## src/rtl/core/assert_macros.svh

```systemverilog
// ----------------------------------------------------------------------------
// Assertion macros
// Clocked assertion helpers shared by the RTL, all reset-qualified.
// ----------------------------------------------------------------------------
`ifndef ASSERT_MACROS_SVH
`define ASSERT_MACROS_SVH

// prop must hold at every edge outside reset
`define ASSERT_AT(lbl, clk, rst_n, prop) \
    lbl: assert property (@(posedge clk) disable iff (!rst_n) prop) \
        else $error("assertion failed");

// cond must never be true outside reset
`define ASSERT_NEVER(lbl, clk, rst_n, cond) \
    lbl: assert property (@(posedge clk) disable iff (!rst_n) !(cond)) \
        else $error("forbidden condition seen");

`endif

```

## src/rtl/core/i2cs_pkg.sv

```systemverilog
// ----------------------------------------------------------------------------
// i2cs_pkg
// Shared types and constants of the I2C slave byte engine.
// ----------------------------------------------------------------------------
package i2cs_pkg;

    localparam int RECV_DEPTH  = 16;
    localparam int SEND_DEPTH  = 16;
    localparam int QUEUE_DEPTH = 2;

    localparam logic [7:0] ADDR_MASK = 8'hfe;

    // configuration register indexes
    localparam logic [1:0] CFG_OWN_ADDR = 2'd0;
    localparam logic [1:0] CFG_SEND_LEN = 2'd1;

    typedef enum logic [1:0] {
        FUNC_START = 2'd0,
        FUNC_STOP  = 2'd1,
        FUNC_SHIFT = 2'd2,
        FUNC_LOAD  = 2'd3
    } t_func;

    // classified bus event, front to back
    typedef struct packed {
        t_func      func;
        logic [7:0] shift_value;
        logic [3:0] load_index;
        logic [7:0] load_data;
        logic       load_ok;
    } t_cmd;

endpackage

```

## src/rtl/core/i2cs_ram.sv

```systemverilog
// ----------------------------------------------------------------------------
// i2cs_ram
// Generic single-write, single-read RAM with registered read data.
// ----------------------------------------------------------------------------
module i2cs_ram #(
    parameter int WIDTH = 8,
    parameter int DEPTH = 16
) (
    input  logic                             i_clk,
    input  logic                             i_we,
    input  logic [$clog2(DEPTH > 1 ? DEPTH : 2)-1:0] i_waddr,
    input  logic [WIDTH-1:0]                 i_wdata,
    input  logic                             i_re,
    input  logic [$clog2(DEPTH > 1 ? DEPTH : 2)-1:0] i_raddr,
    output logic [WIDTH-1:0]                 o_rdata
);

    logic [WIDTH-1:0] r_mem [DEPTH];
    logic [WIDTH-1:0] r_rdata;

    always_ff @(posedge i_clk) begin
        if (i_we) begin
            r_mem[i_waddr] <= i_wdata;
        end
        if (i_re) begin
            r_rdata <= r_mem[i_raddr];
        end
    end

    assign o_rdata = r_rdata;

endmodule

```

## src/rtl/core/i2cs_front.sv

```systemverilog
// ----------------------------------------------------------------------------
// i2cs_front
// Accepts bus events, classifies them and queues them for the sequencer.
// ----------------------------------------------------------------------------
module i2cs_front #(
    parameter int SEND_DEPTH = i2cs_pkg::SEND_DEPTH
) (
    input  logic           i_clk,
    input  logic           i_rst_n,
    input  logic           i_in_valid,
    output logic           o_in_stall,
    input  logic [1:0]     i_func,
    input  logic [7:0]     i_shift_value,
    input  logic [3:0]     i_load_index,
    input  logic [7:0]     i_load_data,
    output logic           o_cmd_valid,
    output i2cs_pkg::t_cmd o_cmd,
    input  logic           i_cmd_pop
);

    localparam int PW = $clog2(i2cs_pkg::QUEUE_DEPTH);
    localparam int CW = $clog2(i2cs_pkg::QUEUE_DEPTH + 1);

    i2cs_pkg::t_cmd r_queue [i2cs_pkg::QUEUE_DEPTH];
    logic [PW-1:0]  r_wr_ptr, n_wr_ptr;
    logic [PW-1:0]  r_rd_ptr, n_rd_ptr;
    logic [CW-1:0]  r_count, n_count;
    i2cs_pkg::t_cmd cmd_in;
    logic           push;
    logic           pop;

    // loads beyond the store are dropped by the sequencer
    always_comb begin
        cmd_in.func        = i2cs_pkg::t_func'(i_func);
        cmd_in.shift_value = i_shift_value;
        cmd_in.load_index  = i_load_index;
        cmd_in.load_data   = i_load_data;
        cmd_in.load_ok     = ({4'b0, i_load_index} < 8'(SEND_DEPTH));
    end

    assign o_in_stall  = (r_count == CW'(i2cs_pkg::QUEUE_DEPTH));
    assign push        = i_in_valid && !o_in_stall;
    assign pop         = i_cmd_pop && (r_count != '0);
    assign o_cmd_valid = (r_count != '0);
    assign o_cmd       = r_queue[r_rd_ptr];

    always_comb begin
        n_wr_ptr = r_wr_ptr;
        n_rd_ptr = r_rd_ptr;
        n_count  = r_count;
        if (push) begin
            n_wr_ptr = (r_wr_ptr == PW'(i2cs_pkg::QUEUE_DEPTH - 1)) ? '0 : r_wr_ptr + 1'b1;
        end
        if (pop) begin
            n_rd_ptr = (r_rd_ptr == PW'(i2cs_pkg::QUEUE_DEPTH - 1)) ? '0 : r_rd_ptr + 1'b1;
        end
        if (push && !pop) begin
            n_count = r_count + 1'b1;
        end else if (pop && !push) begin
            n_count = r_count - 1'b1;
        end
    end

    always_ff @(posedge i_clk) begin
        if (!i_rst_n) begin
            r_wr_ptr <= '0;
            r_rd_ptr <= '0;
            r_count  <= '0;
        end else begin
            r_wr_ptr <= n_wr_ptr;
            r_rd_ptr <= n_rd_ptr;
            r_count  <= n_count;
        end
        if (push) begin
            r_queue[r_wr_ptr] <= cmd_in;
        end
    end

endmodule

```

## src/rtl/core/i2cs_back.sv

```systemverilog
// ----------------------------------------------------------------------------
// i2cs_back
// Byte sequencer: executes queued events, owns the send store and result.
// ----------------------------------------------------------------------------
`include "assert_macros.svh"

module i2cs_back #(
    parameter int RECV_DEPTH = i2cs_pkg::RECV_DEPTH,
    parameter int SEND_DEPTH = i2cs_pkg::SEND_DEPTH
) (
    input  logic           i_clk,
    input  logic           i_rst_n,
    input  logic           i_cmd_valid,
    input  i2cs_pkg::t_cmd i_cmd,
    output logic           o_cmd_pop,
    input  logic           i_cfg_valid,
    input  logic [1:0]     i_cfg_index,
    input  logic [7:0]     i_cfg_data,
    output logic           o_out_valid,
    input  logic           i_out_stall,
    output logic           o_sda_drive,
    output logic [7:0]     o_tx_byte,
    output logic [3:0]     o_shift_bits,
    output logic           o_listen_overflow,
    output logic           o_rx_valid,
    output logic [7:0]     o_rx_byte,
    output logic           o_rx_done,
    output logic [4:0]     o_rx_count
);

    localparam int RW = $clog2(RECV_DEPTH + 1);
    localparam int AW = $clog2(SEND_DEPTH > 1 ? SEND_DEPTH : 2);

    typedef enum logic [2:0] {
        PH_IDLE,
        PH_ADDR,
        PH_RECV_ACKED,
        PH_RECV_DATA,
        PH_SEND_CHECK,
        PH_SEND,
        PH_SEND_GET_ACK
    } t_phase;

    t_phase      r_phase, n_phase;
    logic [RW-1:0] r_recv_count, n_recv_count;
    logic [4:0]  r_send_index, n_send_index;
    logic [7:0]  r_own_addr, n_own_addr;
    logic [4:0]  r_send_len, n_send_len;
    // held bus setup; r_tx_ram means the held byte sits in the RAM read port
    logic        r_drive, n_drive;
    logic [7:0]  r_tx, n_tx;
    logic        r_tx_ram, n_tx_ram;
    logic [3:0]  r_bits, n_bits;
    logic        r_listen, n_listen;
    // result register
    logic        r_out_valid, n_out_valid;
    logic        r_o_drive, r_o_tx_ram, r_o_listen, r_o_rx_valid, r_o_rx_done;
    logic [7:0]  r_o_tx, r_o_rx_byte;
    logic [3:0]  r_o_bits;
    logic [4:0]  r_o_rx_count;
    logic        rx_valid, rx_done;
    logic [7:0]  rx_byte;
    logic [RW-1:0] rx_cnt;
    logic [RW-1:0] recv_inc;
    logic [RW+4:0] rx_cnt_wide;
    logic [7:0]  len_clamp;
    logic        pop;
    logic        ram_we, ram_re;
    logic [AW+3:0] waddr_wide;
    logic [AW+4:0] raddr_wide;
    logic [7:0]  ram_rdata;

    assign pop       = i_cmd_valid && (!r_out_valid || !i_out_stall);
    assign o_cmd_pop = pop;
    assign len_clamp = ({3'b0, r_send_len} < 8'(SEND_DEPTH)) ? {3'b0, r_send_len}
                                                            : 8'(SEND_DEPTH);
    assign recv_inc  = r_recv_count + 1'b1;
    assign waddr_wide = {{AW{1'b0}}, i_cmd.load_index};
    assign raddr_wide = {{AW{1'b0}}, r_send_index};

    always_comb begin
        n_phase      = r_phase;
        n_recv_count = r_recv_count;
        n_send_index = r_send_index;
        n_own_addr   = r_own_addr;
        n_send_len   = r_send_len;
        n_drive      = r_drive;
        n_tx         = r_tx;
        n_tx_ram     = r_tx_ram;
        n_bits       = r_bits;
        n_listen     = r_listen;
        rx_valid     = 1'b0;
        rx_byte      = 8'd0;
        rx_done      = 1'b0;
        rx_cnt       = '0;
        ram_we       = 1'b0;
        ram_re       = 1'b0;

        if (i_cfg_valid) begin
            case (i_cfg_index)
                i2cs_pkg::CFG_OWN_ADDR: n_own_addr = i_cfg_data;
                i2cs_pkg::CFG_SEND_LEN: n_send_len = i_cfg_data[4:0];
                default: ;
            endcase
        end

        if (pop) begin
            case (i_cmd.func)
                i2cs_pkg::FUNC_START: begin
                    n_phase = PH_ADDR;
                    {n_drive, n_tx, n_tx_ram, n_bits, n_listen} = {1'b0, 8'd0, 1'b0, 4'd8, 1'b1};
                end
                i2cs_pkg::FUNC_STOP: begin
                    if (r_phase == PH_RECV_DATA) begin
                        rx_done = 1'b1;
                        rx_cnt  = r_recv_count;
                        n_phase = PH_IDLE;
                        {n_drive, n_tx, n_tx_ram, n_bits, n_listen} = '0;
                    end
                end
                i2cs_pkg::FUNC_LOAD: begin
                    ram_we = i_cmd.load_ok;
                end
                default: begin
                    case (r_phase)
                        PH_ADDR: begin
                            if ((i_cmd.shift_value & i2cs_pkg::ADDR_MASK) == r_own_addr) begin
                                {n_drive, n_tx, n_tx_ram, n_bits, n_listen} =
                                    {1'b1, 8'd0, 1'b0, 4'd1, 1'b1};
                                if (i_cmd.shift_value[0]) begin
                                    n_send_index = '0;
                                    n_phase      = PH_SEND;
                                end else begin
                                    n_recv_count = '0;
                                    n_phase      = PH_RECV_ACKED;
                                end
                            end else begin
                                n_phase = PH_IDLE;
                                {n_drive, n_tx, n_tx_ram, n_bits, n_listen} = '0;
                            end
                        end
                        PH_RECV_ACKED: begin
                            {n_drive, n_tx, n_tx_ram, n_bits, n_listen} =
                                {1'b0, 8'd0, 1'b0, 4'd8, 1'b1};
                            n_phase = PH_RECV_DATA;
                        end
                        PH_RECV_DATA: begin
                            rx_valid     = 1'b1;
                            rx_byte      = i_cmd.shift_value;
                            n_recv_count = recv_inc;
                            if (recv_inc < RW'(RECV_DEPTH)) begin
                                {n_drive, n_tx, n_tx_ram, n_bits, n_listen} =
                                    {1'b1, 8'd0, 1'b0, 4'd1, 1'b1};
                                n_phase = PH_RECV_ACKED;
                            end else begin
                                rx_done = 1'b1;
                                rx_cnt  = recv_inc;
                                n_phase = PH_IDLE;
                                {n_drive, n_tx, n_tx_ram, n_bits, n_listen} = '0;
                            end
                        end
                        PH_SEND, PH_SEND_CHECK: begin
                            // any nonzero acknowledge sample is a master NACK
                            if (r_phase == PH_SEND_CHECK && i_cmd.shift_value != 8'd0) begin
                                n_phase = PH_IDLE;
                                {n_drive, n_tx, n_tx_ram, n_bits, n_listen} = '0;
                            end else if ({3'b0, r_send_index} < len_clamp) begin
                                ram_re       = 1'b1;
                                n_send_index = r_send_index + 1'b1;
                                {n_drive, n_tx, n_tx_ram, n_bits, n_listen} =
                                    {1'b1, 8'd0, 1'b1, 4'd8, 1'b1};
                                n_phase = PH_SEND_GET_ACK;
                            end else begin
                                n_phase = PH_IDLE;
                                {n_drive, n_tx, n_tx_ram, n_bits, n_listen} = '0;
                            end
                        end
                        PH_SEND_GET_ACK: begin
                            {n_drive, n_tx, n_tx_ram, n_bits, n_listen} =
                                {1'b0, 8'd0, 1'b0, 4'd1, 1'b1};
                            n_phase = PH_SEND_CHECK;
                        end
                        default: ;
                    endcase
                end
            endcase
        end

        if (pop) begin
            n_out_valid = 1'b1;
        end else begin
            n_out_valid = r_out_valid && i_out_stall;
        end
    end

    assign rx_cnt_wide = {5'b0, rx_cnt};

    always_ff @(posedge i_clk) begin
        if (!i_rst_n) begin
            r_phase      <= PH_IDLE;
            r_recv_count <= '0;
            r_send_index <= '0;
            r_own_addr   <= '0;
            r_send_len   <= '0;
            r_drive      <= 1'b0;
            r_tx         <= '0;
            r_tx_ram     <= 1'b0;
            r_bits       <= '0;
            r_listen     <= 1'b0;
            r_out_valid  <= 1'b0;
        end else begin
            r_phase      <= n_phase;
            r_recv_count <= n_recv_count;
            r_send_index <= n_send_index;
            r_own_addr   <= n_own_addr;
            r_send_len   <= n_send_len;
            r_drive      <= n_drive;
            r_tx         <= n_tx;
            r_tx_ram     <= n_tx_ram;
            r_bits       <= n_bits;
            r_listen     <= n_listen;
            r_out_valid  <= n_out_valid;
        end
        if (pop) begin
            r_o_drive    <= n_drive;
            r_o_tx       <= n_tx;
            r_o_tx_ram   <= n_tx_ram;
            r_o_bits     <= n_bits;
            r_o_listen   <= n_listen;
            r_o_rx_valid <= rx_valid;
            r_o_rx_byte  <= rx_byte;
            r_o_rx_done  <= rx_done;
            r_o_rx_count <= rx_cnt_wide[4:0];
        end
    end

    i2cs_ram #(
        .WIDTH (8),
        .DEPTH (SEND_DEPTH)
    ) u_send_store (
        .i_clk   (i_clk),
        .i_we    (ram_we),
        .i_waddr (waddr_wide[AW-1:0]),
        .i_wdata (i_cmd.load_data),
        .i_re    (ram_re),
        .i_raddr (raddr_wide[AW-1:0]),
        .o_rdata (ram_rdata)
    );

    // the RAM read port keeps the last sent byte until the next read
    assign o_out_valid       = r_out_valid;
    assign o_sda_drive       = r_o_drive;
    assign o_tx_byte         = r_o_tx_ram ? ram_rdata : r_o_tx;
    assign o_shift_bits      = r_o_bits;
    assign o_listen_overflow = r_o_listen;
    assign o_rx_valid        = r_o_rx_valid;
    assign o_rx_byte         = r_o_rx_byte;
    assign o_rx_done         = r_o_rx_done;
    assign o_rx_count        = r_o_rx_count;

    `ASSERT_AT(a_idle_released, i_clk, i_rst_n, (r_phase == PH_IDLE) |-> (r_bits == 4'd0 && !r_listen && !r_drive))
    `ASSERT_AT(a_read_in_send, i_clk, i_rst_n, ram_re |-> (r_phase == PH_SEND || r_phase == PH_SEND_CHECK))
    `ASSERT_NEVER(a_recv_bound, i_clk, i_rst_n, r_recv_count > RW'(RECV_DEPTH))
    `ASSERT_AT(a_done_goes_idle, i_clk, i_rst_n, (r_out_valid && r_o_rx_done) |-> (r_o_bits == 4'd0 && !r_o_drive))

endmodule

```

## src/rtl/core/i2c_slave_byte_engine.sv

```systemverilog
// ----------------------------------------------------------------------------
// i2c_slave_byte_engine
// I2C slave byte sequencer: event queue in front, sequencer and send store
// behind it.
//
//  channel | handshake               | payload
//  --------+-------------------------+---------------------------------------
//  in      | i_in_valid / o_in_stall | func, shift_value, load_index/data
//  out     | o_out_valid/i_out_stall | bus setup, rx byte, rx frame end
//  cfg     | i_cfg_valid/o_cfg_ready | i_cfg_index, i_cfg_data
//
// One item per cycle sustained while the output is not stalled.
// Each event is registered in the event queue, then in the result register.
// A stalled output holds the sequencer; the queue fills to its two entries,
// then the input stalls. Synchronous reset; no clearing pass: send entries
// must be loaded by the user before read; the block does not enforce it.
// Configuration is always ready and takes effect at the next edge.
// ----------------------------------------------------------------------------
module i2c_slave_byte_engine #(
    parameter int RECV_DEPTH = i2cs_pkg::RECV_DEPTH,
    parameter int SEND_DEPTH = i2cs_pkg::SEND_DEPTH
) (
    input  logic       i_clk,
    input  logic       i_rst_n,
    input  logic       i_in_valid,
    output logic       o_in_stall,
    input  logic [1:0] i_func,
    input  logic [7:0] i_shift_value,
    input  logic [3:0] i_load_index,
    input  logic [7:0] i_load_data,
    output logic       o_out_valid,
    input  logic       i_out_stall,
    output logic       o_sda_drive,
    output logic [7:0] o_tx_byte,
    output logic [3:0] o_shift_bits,
    output logic       o_listen_overflow,
    output logic       o_rx_valid,
    output logic [7:0] o_rx_byte,
    output logic       o_rx_done,
    output logic [4:0] o_rx_count,
    input  logic       i_cfg_valid,
    output logic       o_cfg_ready,
    input  logic [1:0] i_cfg_index,
    input  logic [7:0] i_cfg_data
);

    logic           cmd_valid;
    logic           cmd_pop;
    i2cs_pkg::t_cmd cmd;

    assign o_cfg_ready = 1'b1;

    i2cs_front #(
        .SEND_DEPTH (SEND_DEPTH)
    ) u_front (
        .i_clk         (i_clk),
        .i_rst_n       (i_rst_n),
        .i_in_valid    (i_in_valid),
        .o_in_stall    (o_in_stall),
        .i_func        (i_func),
        .i_shift_value (i_shift_value),
        .i_load_index  (i_load_index),
        .i_load_data   (i_load_data),
        .o_cmd_valid   (cmd_valid),
        .o_cmd         (cmd),
        .i_cmd_pop     (cmd_pop)
    );

    i2cs_back #(
        .RECV_DEPTH (RECV_DEPTH),
        .SEND_DEPTH (SEND_DEPTH)
    ) u_back (
        .i_clk             (i_clk),
        .i_rst_n           (i_rst_n),
        .i_cmd_valid       (cmd_valid),
        .i_cmd             (cmd),
        .o_cmd_pop         (cmd_pop),
        .i_cfg_valid       (i_cfg_valid),
        .i_cfg_index       (i_cfg_index),
        .i_cfg_data        (i_cfg_data),
        .o_out_valid       (o_out_valid),
        .i_out_stall       (i_out_stall),
        .o_sda_drive       (o_sda_drive),
        .o_tx_byte         (o_tx_byte),
        .o_shift_bits      (o_shift_bits),
        .o_listen_overflow (o_listen_overflow),
        .o_rx_valid        (o_rx_valid),
        .o_rx_byte         (o_rx_byte),
        .o_rx_done         (o_rx_done),
        .o_rx_count        (o_rx_count)
    );

endmodule

```

## config.mk

```make
export PLATFORM = sky130hd
export DESIGN_NAME = i2c_slave_byte_engine
export DESIGN_NICKNAME = d
export VERILOG_FILES = /design/src/rtl/core/i2cs_pkg.sv /design/src/rtl/core/i2cs_ram.sv /design/src/rtl/core/i2cs_front.sv /design/src/rtl/core/i2cs_back.sv /design/src/rtl/core/i2c_slave_byte_engine.sv
export VERILOG_INCLUDE_DIRS = /design/src /design/src/rtl/core
export SDC_FILE = /design/constraint.sdc
export NUM_CORES = 1
export LEC_CHECK = 0
export BUFFER_PORTS_ARGS = -buffer_cell sky130_fd_sc_hd__buf_2
export CAP_MARGIN = 10
export CORE_UTILIZATION = 60
export DETAILED_ROUTE_END_ITERATION = 8
export PLACE_DENSITY = 0.79
export SETUP_SLACK_MARGIN = 0.05
export SLEW_MARGIN = 20
export SYNTH_ARGS = -nofsm -noshare
export SYNTH_HDL_FRONTEND = slang
export SYNTH_SLANG_ARGS = --single-unit
```

## constraint.sdc

```tcl
create_clock -name i_clk -period 3.35 [get_ports i_clk]
set_input_delay 0 -clock i_clk [delete_from_list [all_inputs] [get_ports i_clk]]
set_output_delay 0 -clock i_clk [all_outputs]
set_load 0.02 [all_outputs]
```

Yosys cells after proc, flatten, opt, wreduce, memory -nomap -nowiden
Memories as Yosys holds them, arrays and structs flattened. A register that Yosys moved wholly into a read port is not among the register bits.
Cells that the tools add are included.
Storage, ports and cells
  bits in registers: 76
  memory bits (writable): 172
  bits of input ports: 37
  memories kept: 2
Memories
  u_back.u_send_store.r_mem: words 16, bits a word 8, read ports 1, clocked after memory_dff 1, wr ports 1, RTL line i2cs_ram.sv:18  | logic [WIDTH-1:0] r_mem [DEPTH];
  u_front.r_queue: words 2, bits a word 22, read ports 1, clocked after memory_dff 1, wr ports 1, RTL line i2cs_front.sv:24  | i2cs_pkg::t_cmd r_queue [i2cs_pkg::QUEUE_DEPTH];
Operators by class
  add/subtract/negate cells: 6
  magnitude comparators: 3
  eq/ne operators: 17
  mux-type cells: 70
  bitwise logic cells: 3
  reduce and logical (&&, ||, !) cells: 33
Operator list (count)
  $mux 5: 10
  $mux 8: 4
  $pmux 5 s2: 3
  $mux 1: 29
  $pmux 8 s3: 1
  $pmux 4 s5: 1
  $mux 4: 4
  $mux 3: 5
  $pmux 3 s5: 1
  $pmux 4 s3: 1
  $add 5x1->5 const B: 2
  $lt 5x5->1 const B: 2
  $eq 3x3->1 const B: 3
  $pmux 1 s3: 3
  $pmux 3 s3: 1
  $eq 8x8->1: 1
  $lt 5x8->1: 1
  $ne 2x1->1 const B: 4
  $pmux 1 s4: 2
  $reduce_bool 2->1: 4
  $reduce_bool 8->1: 1
  $reduce_or 4->1: 2
  $logic_and 1x1->1: 7
  $reduce_and 7->1: 1
  21 further kinds: 39

Longest topological paths before layout
  depth in word-level cells: 8
  depth in mapped cells: 9
  gate-level depth less buffers: 9

By module
A second synthesis with hierarchy kept.
Second synthesis, totals
  cell total of the unflattened synthesis: 648
  area, all modules: 10376.2 µm²
By module, submodules not included
  i2cs_ram: instances 1, cells an instance 229, area an instance 5227.5 µm², seq. area each 4083.9 µm²
  i2cs_back: instances 1, cells an instance 322, area an instance 3310.7 µm², seq. area each 1741.7 µm²
  i2cs_front: instances 1, cells an instance 95, area an instance 1826.8 µm², seq. area each 1421.4 µm²
  i2c_slave_byte_engine: instances 1, cells an instance 2, area an instance 11.3 µm², seq. area each 0.0 µm²

Worst setup path before layout
Ideal clock, no wire load.
  path kind: reg2reg
  from: register u_back.r_phase[0]
  to: register u_back.r_phase[0]
  setup time: 0.115 ns
  arrival: 2.314 ns
  setup slack: 0.921 ns
  stages on the path, launching flop included: 9
  path buffers: 1
  path through: dfxtp_1 -> inv_1 -> ha_1 -> nor4b_1 -> a211o_1 -> clkbuf_1 -> mux2i_1 -> o311ai_0 -> and3_1
Between the ends
  word-level cells in the longest chain between the ends: 5
  elaborated cells between the ends (all ways): 14
  classes of those cells: eq/ne (7); mux (3); reduce/logical (4)
RTL lines
  start, declared: RTL line i2cs_back.sv:44  | t_phase r_phase, n_phase;
  start signal, assigned: RTL line i2cs_back.sv:212  | r_phase <= n_phase;
  $eq 3x3->1: RTL line i2cs_back.sv:125, i2cs_back.sv:164
  $logic_and 1x1->1: RTL line i2cs_back.sv:164  | if (r_phase == PH_SEND_CHECK && i_cmd.shift_value != 8'd0) begin
  $mux 3: RTL line i2cs_back.sv:164
  $pmux 3 s5: RTL line i2cs_back.sv:125  | case (r_phase)
  $pmux 3 s3: RTL line i2cs_back.sv:108  | case (i_cmd.func)
Parallel ways exist; a longest one is shown, timed or not.
A chain may end at the register's enable or synchronous reset.

Final worst setup path
  from: register u_back.r_phase[1]
  to: register u_back.r_phase[0]
Same word-level chain as after synthesis.

==> results.yml <==
min_path:
  timing.hold.worst_path_depth: 4
  hold_start: "i_cfg_valid"
  min_to: "u_back.r_send_len[2]"
  min_path_type: "in2reg"
worst_setup_path:
  setup.worst_path.class: "reg2reg"
  end_kind: "flop"
  timing.critical_path.from_type: "flop"
  crit_fanout: 11
  ff2ff_setup_slack_ns: 0.45
  timing.rr.start: "u_back.r_phase[1]"
  rr_worst_depth: 7
  crit_arrival_ns: 3.31
  timing.critical_path.required_ns: 3.76
  reg2reg_to: "u_back.r_phase[0]"
finish:
  n_fill_cell: 1005
  sequential_cell_area_um2: 7250
  num-nets-final: 839
  design_area_um2: 12400
  area_growth_from_synthesis_to_final_layout_pct: 18.1
  multi_input_area_um2: 3080
  final_layout_size_suffix_gt1_share_pct: 24.0
synth:
  syn_area_um2: 10500
  yosysWarnings: 0
  synth_sequential_area_ratio_pct: 69.0
  ys.flop_type: "sky130_fd_sc_hd__edfxtp_1"
  async_reset_ff_share_pct: 0
  postSynthAreaPerCell_um2: 15.8
  synth_edf_count: 210
  ys_types: 60
  synthesis.nets: 715
  yosys_register_bits: 257
  gate_count_post_synth: 666
cts:
  htree_num_levels: 1
  register_clock_pin_slew_on_the_reported_worst_setup_and_hold_paths_ns: 0.06
  cts_setup_buffers: 0
  clk_root_buffer_cell: "sky130_fd_sc_hd__clkbuf_16"
  clock_tree_from_tritoncts: "built"
  cts_max_path_buffers: 3
  clock_sink_count: 257
  clock_insertion_delay_worst_skew_ns: 0.54
  cts_buf_count: 26
routing:
  route.detailed.drc: 0
  detail_route.first_pass.iterations: 6
  detail_route.iter0.violations: 553
  wl_per_cell_um: 21.0
  viasPerCell: 6.08
  ant_nets_after_route: 0
  routed-via-count: 6272
  drt-total-wl_um: 21700
grt:
  globalRouteOverflowTotal: 0
  groute.usage.overall_pct: 25.1
  grt_first_pass_wirelength_um: 34100
  first_global_vias: 6212
  maximum_number_of_pins_on_one_net_before_global_route_repair: 37
  number_of_antenna_violations_at_the_first_check_in_global_routing: 1
flow_run:
  cap_violations: 0
power_and_ir_drop:
  power.net_switching_uw: 2310
  power.static_leakage_uw: 0.00433
  p_sw_share_pct: 27.2
  clkPwrFrac_pct: 34.1
  cell_internal_pwr_uw: 6180
  power_per_cell_area_nw_per_um2: 685
  power.share.sequential_pct: 48.5
  irDropWorstVdd_uv: 625
  combinationalPowerShare_pct: 17.4
floorplanning:
  initial_utilization_pct: 62.4
  die_h_um: 134
  floorplan.core_area_um2: 16800
  rows: 47
  dieWidth_um: 134
  io_pins: 69
  dieArea_um2: 18000
placed_design:
  dp_slack_ns: 0.526
  gp_congestion: 0.903
  buffer_ports.inserted: 67
  place_area_um2: 11100
  place_hpwl_um: 13700
timing:
  finalMaxSlewViolations: 0
  finalWorstSetupSlack_ns: 0.448
  final-hold-violation-count: 0
  fmax_mhz: 345
  totalNegativeSetupSlack_ns: 0
  worst_slew_margin_rel_pct: 30.6
  setup_viol: 0
  grt_setup_unrepaired: "false"
  finalCritPeriodShare_pct: 86.6
  tightest_slew_ns: 1.04
  layout_min_cycle_time_ns: 2.90
  skew_ns: 0.0274
  hold-worst-slack_ns: 0.113
run_status:
  outcome: "completed"
## per-layer routing
layer,vias to the layer above,track usage (%),wire length (um)
met5,-,0,0
met4,0,6.18,410
met3,39,3.63,1420
met2,281,41.7,10900
met1,3135,35.4,8950
li1,2817,-,-
## worst max path at each step
stage | end | cells past startpoint | start | slack [ns]
5_1_grt | u_back.r_phase[0] | 7 | u_back.r_phase[1] | 0.12
3_5_place_dp | u_back.r_phase[0] | 7 | u_back.r_phase[1] | 0.53
2_1_floorplan | u_back.r_phase[0] | 8 | u_back.r_phase[0] | 0.92
4_1_cts | u_back.r_recv_count[3] | 6 | flop | 0.50
3_3_place_gp | u_back.r_recv_count[3] | 6 | flop | 0.63
6_report | u_back.r_phase[0] | 7 | u_back.r_phase[1] | 0.45
## layout by cell type (no fill, tap or decap), types with 12 or more instances in the layout
| cell | n |
|---|---|
| sky130_fd_sc_hd__clkbuf_16 | 26 |
| sky130_fd_sc_hd__edfxtp_1 | 210 |
| sky130_fd_sc_hd__dlygate4sd3_1 | 38 |
| sky130_fd_sc_hd__mux4_2 | 40 |
| sky130_fd_sc_hd__nor2b_1 | 13 |
| sky130_fd_sc_hd__o21ai_0 | 14 |
| sky130_fd_sc_hd__nor2_1 | 57 |
| sky130_fd_sc_hd__buf_4 | 18 |
| sky130_fd_sc_hd__nand2_1 | 41 |
| sky130_fd_sc_hd__inv_1 | 14 |
| sky130_fd_sc_hd__buf_2 | 67 |
| sky130_fd_sc_hd__nand3_1 | 12 |
| sky130_fd_sc_hd__dfxtp_1 | 46 |
| sky130_fd_sc_hd__mux2_2 | 19 |
| sky130_fd_sc_hd__and2_1 | 15 |
| sky130_fd_sc_hd__ha_1 | 12 |
| sky130_fd_sc_hd__mux2i_1 | 25 |
| sky130_fd_sc_hd__a21oi_1 | 20 |
## power by group through the flow
stage	clock network, uW	logic, uW	registers [uW]
final	2890	1480	4120
after global routing	3050	1610	4150
after CTS	2920	1460	4110
after detailed placement	0	1410	4170
after global placement	0	1350	4160
after floorplan	0	868	4250
## critical path, stage by stage (launching register included)
cell	delay [ns]
sky130_fd_sc_hd__dfxtp_1	0.45
sky130_fd_sc_hd__ha_1	0.27
sky130_fd_sc_hd__nor2b_1	0.63
sky130_fd_sc_hd__a21boi_0	0.39
sky130_fd_sc_hd__a211o_1	0.48
sky130_fd_sc_hd__mux2i_1	0.23
sky130_fd_sc_hd__o311ai_0	0.15
sky130_fd_sc_hd__and3_1	0.19
## layout make-up
type / instances / area share (%)
Antenna cell: 1 / 0.0202
Clock buffer: 36 / 5.79
Clock inverter: 12 / 1.15
Inverter: 15 / 0.454
Multi-Input combinational cell: 366 / 24.9
Sequential cell: 257 / 58.5
Tap cell: 220 / 2.22
Timing Repair Buffer: 124 / 7.02
## cell families (layout without fill, tap and decap cells)
kind of cell / count (synthesis) / after routing / synth area share [%]
other cells: 1 / 2 / 0.0357
flops: 257 / 257 / 69.0
simple gates: 177 / 177 / 8.36
mux: 86 / 86 / 13.3
compound gates: 77 / 77 / 5.14
xor+xnor: 13 / 13 / 1.08
fa+ha+maj: 12 / 12 / 1.43
buf+inv: 43 / 187 / 1.66
## per-stage QoR
| step | utilization [%] | instances | total power, uW |
|---|---|---|---|
| floorplan | - | 666 | 5120 |
| global placement | 66.3 | 944 | 5500 |
| detailed placement | 66.3 | 944 | 5590 |
| CTS | 73.7 | 1030 | 8490 |
| global route | 73.7 | 1031 | 8800 |
| finish | 73.7 | 1031 | 8490 |
## timing repair
item                                   CTS  global route
endpoints found under the hold margin   67             0
hold buffers                            38             0
gates resized for setup                  0             0
## synthesized netlist by cell type (4+ instances only)
| library cell | number | area share (%) |
|---|---|---|
| sky130_fd_sc_hd__ha_1 | 12 | 1.4 |
| sky130_fd_sc_hd__a21oi_1 | 20 | 0.95 |
| sky130_fd_sc_hd__clkbuf_1 | 22 | 0.79 |
| sky130_fd_sc_hd__and2_1 | 15 | 0.89 |
| sky130_fd_sc_hd__mux4_2 | 40 | 8.6 |
| sky130_fd_sc_hd__edfxtp_1 | 210 | 60 |
| sky130_fd_sc_hd__dfxtp_1 | 47 | 9.0 |
| sky130_fd_sc_hd__mux2_2 | 19 | 2.0 |
| sky130_fd_sc_hd__nor2_1 | 58 | 2.1 |
| sky130_fd_sc_hd__and3_1 | 5 | 0.30 |
| sky130_fd_sc_hd__mux2i_1 | 25 | 2.4 |
| sky130_fd_sc_hd__a311o_1 | 4 | 0.38 |
| sky130_fd_sc_hd__nor2b_1 | 13 | 0.77 |
| sky130_fd_sc_hd__xnor2_1 | 8 | 0.67 |
| sky130_fd_sc_hd__nand3_1 | 12 | 0.57 |
| sky130_fd_sc_hd__nand2_1 | 41 | 1.5 |
| sky130_fd_sc_hd__a211oi_1 | 8 | 0.57 |
| sky130_fd_sc_hd__nor3_1 | 5 | 0.24 |
| sky130_fd_sc_hd__o21ai_0 | 14 | 0.67 |
| sky130_fd_sc_hd__inv_1 | 14 | 0.50 |
| sky130_fd_sc_hd__nor4_1 | 4 | 0.24 |
| sky130_fd_sc_hd__xor2_1 | 5 | 0.42 |
## registers in the layout, indices dropped and copies added (netlist names), 2 cells and up, named ones only
| signal | count |
|---|---|
| u_back.r_recv_count | 5 |
| u_back.r_send_len | 5 |
| u_back.u_send_store.o_rdata | 8 |
| u_back.r_own_addr | 8 |
| u_back.r_tx | 8 |
| u_front.r_queue | 44 |
| u_back.u_send_store.r_mem | 128 |
| u_back.o_rx_count | 5 |
| u_back.r_phase | 3 |
| u_front.r_count | 2 |
| u_back.r_bits | 4 |
| u_back.r_o_tx | 8 |
| u_back.o_shift_bits | 4 |
| u_back.o_rx_byte | 8 |
| u_back.r_send_index | 5 |
No activity file was read; power rests on OpenSTA's default activity.
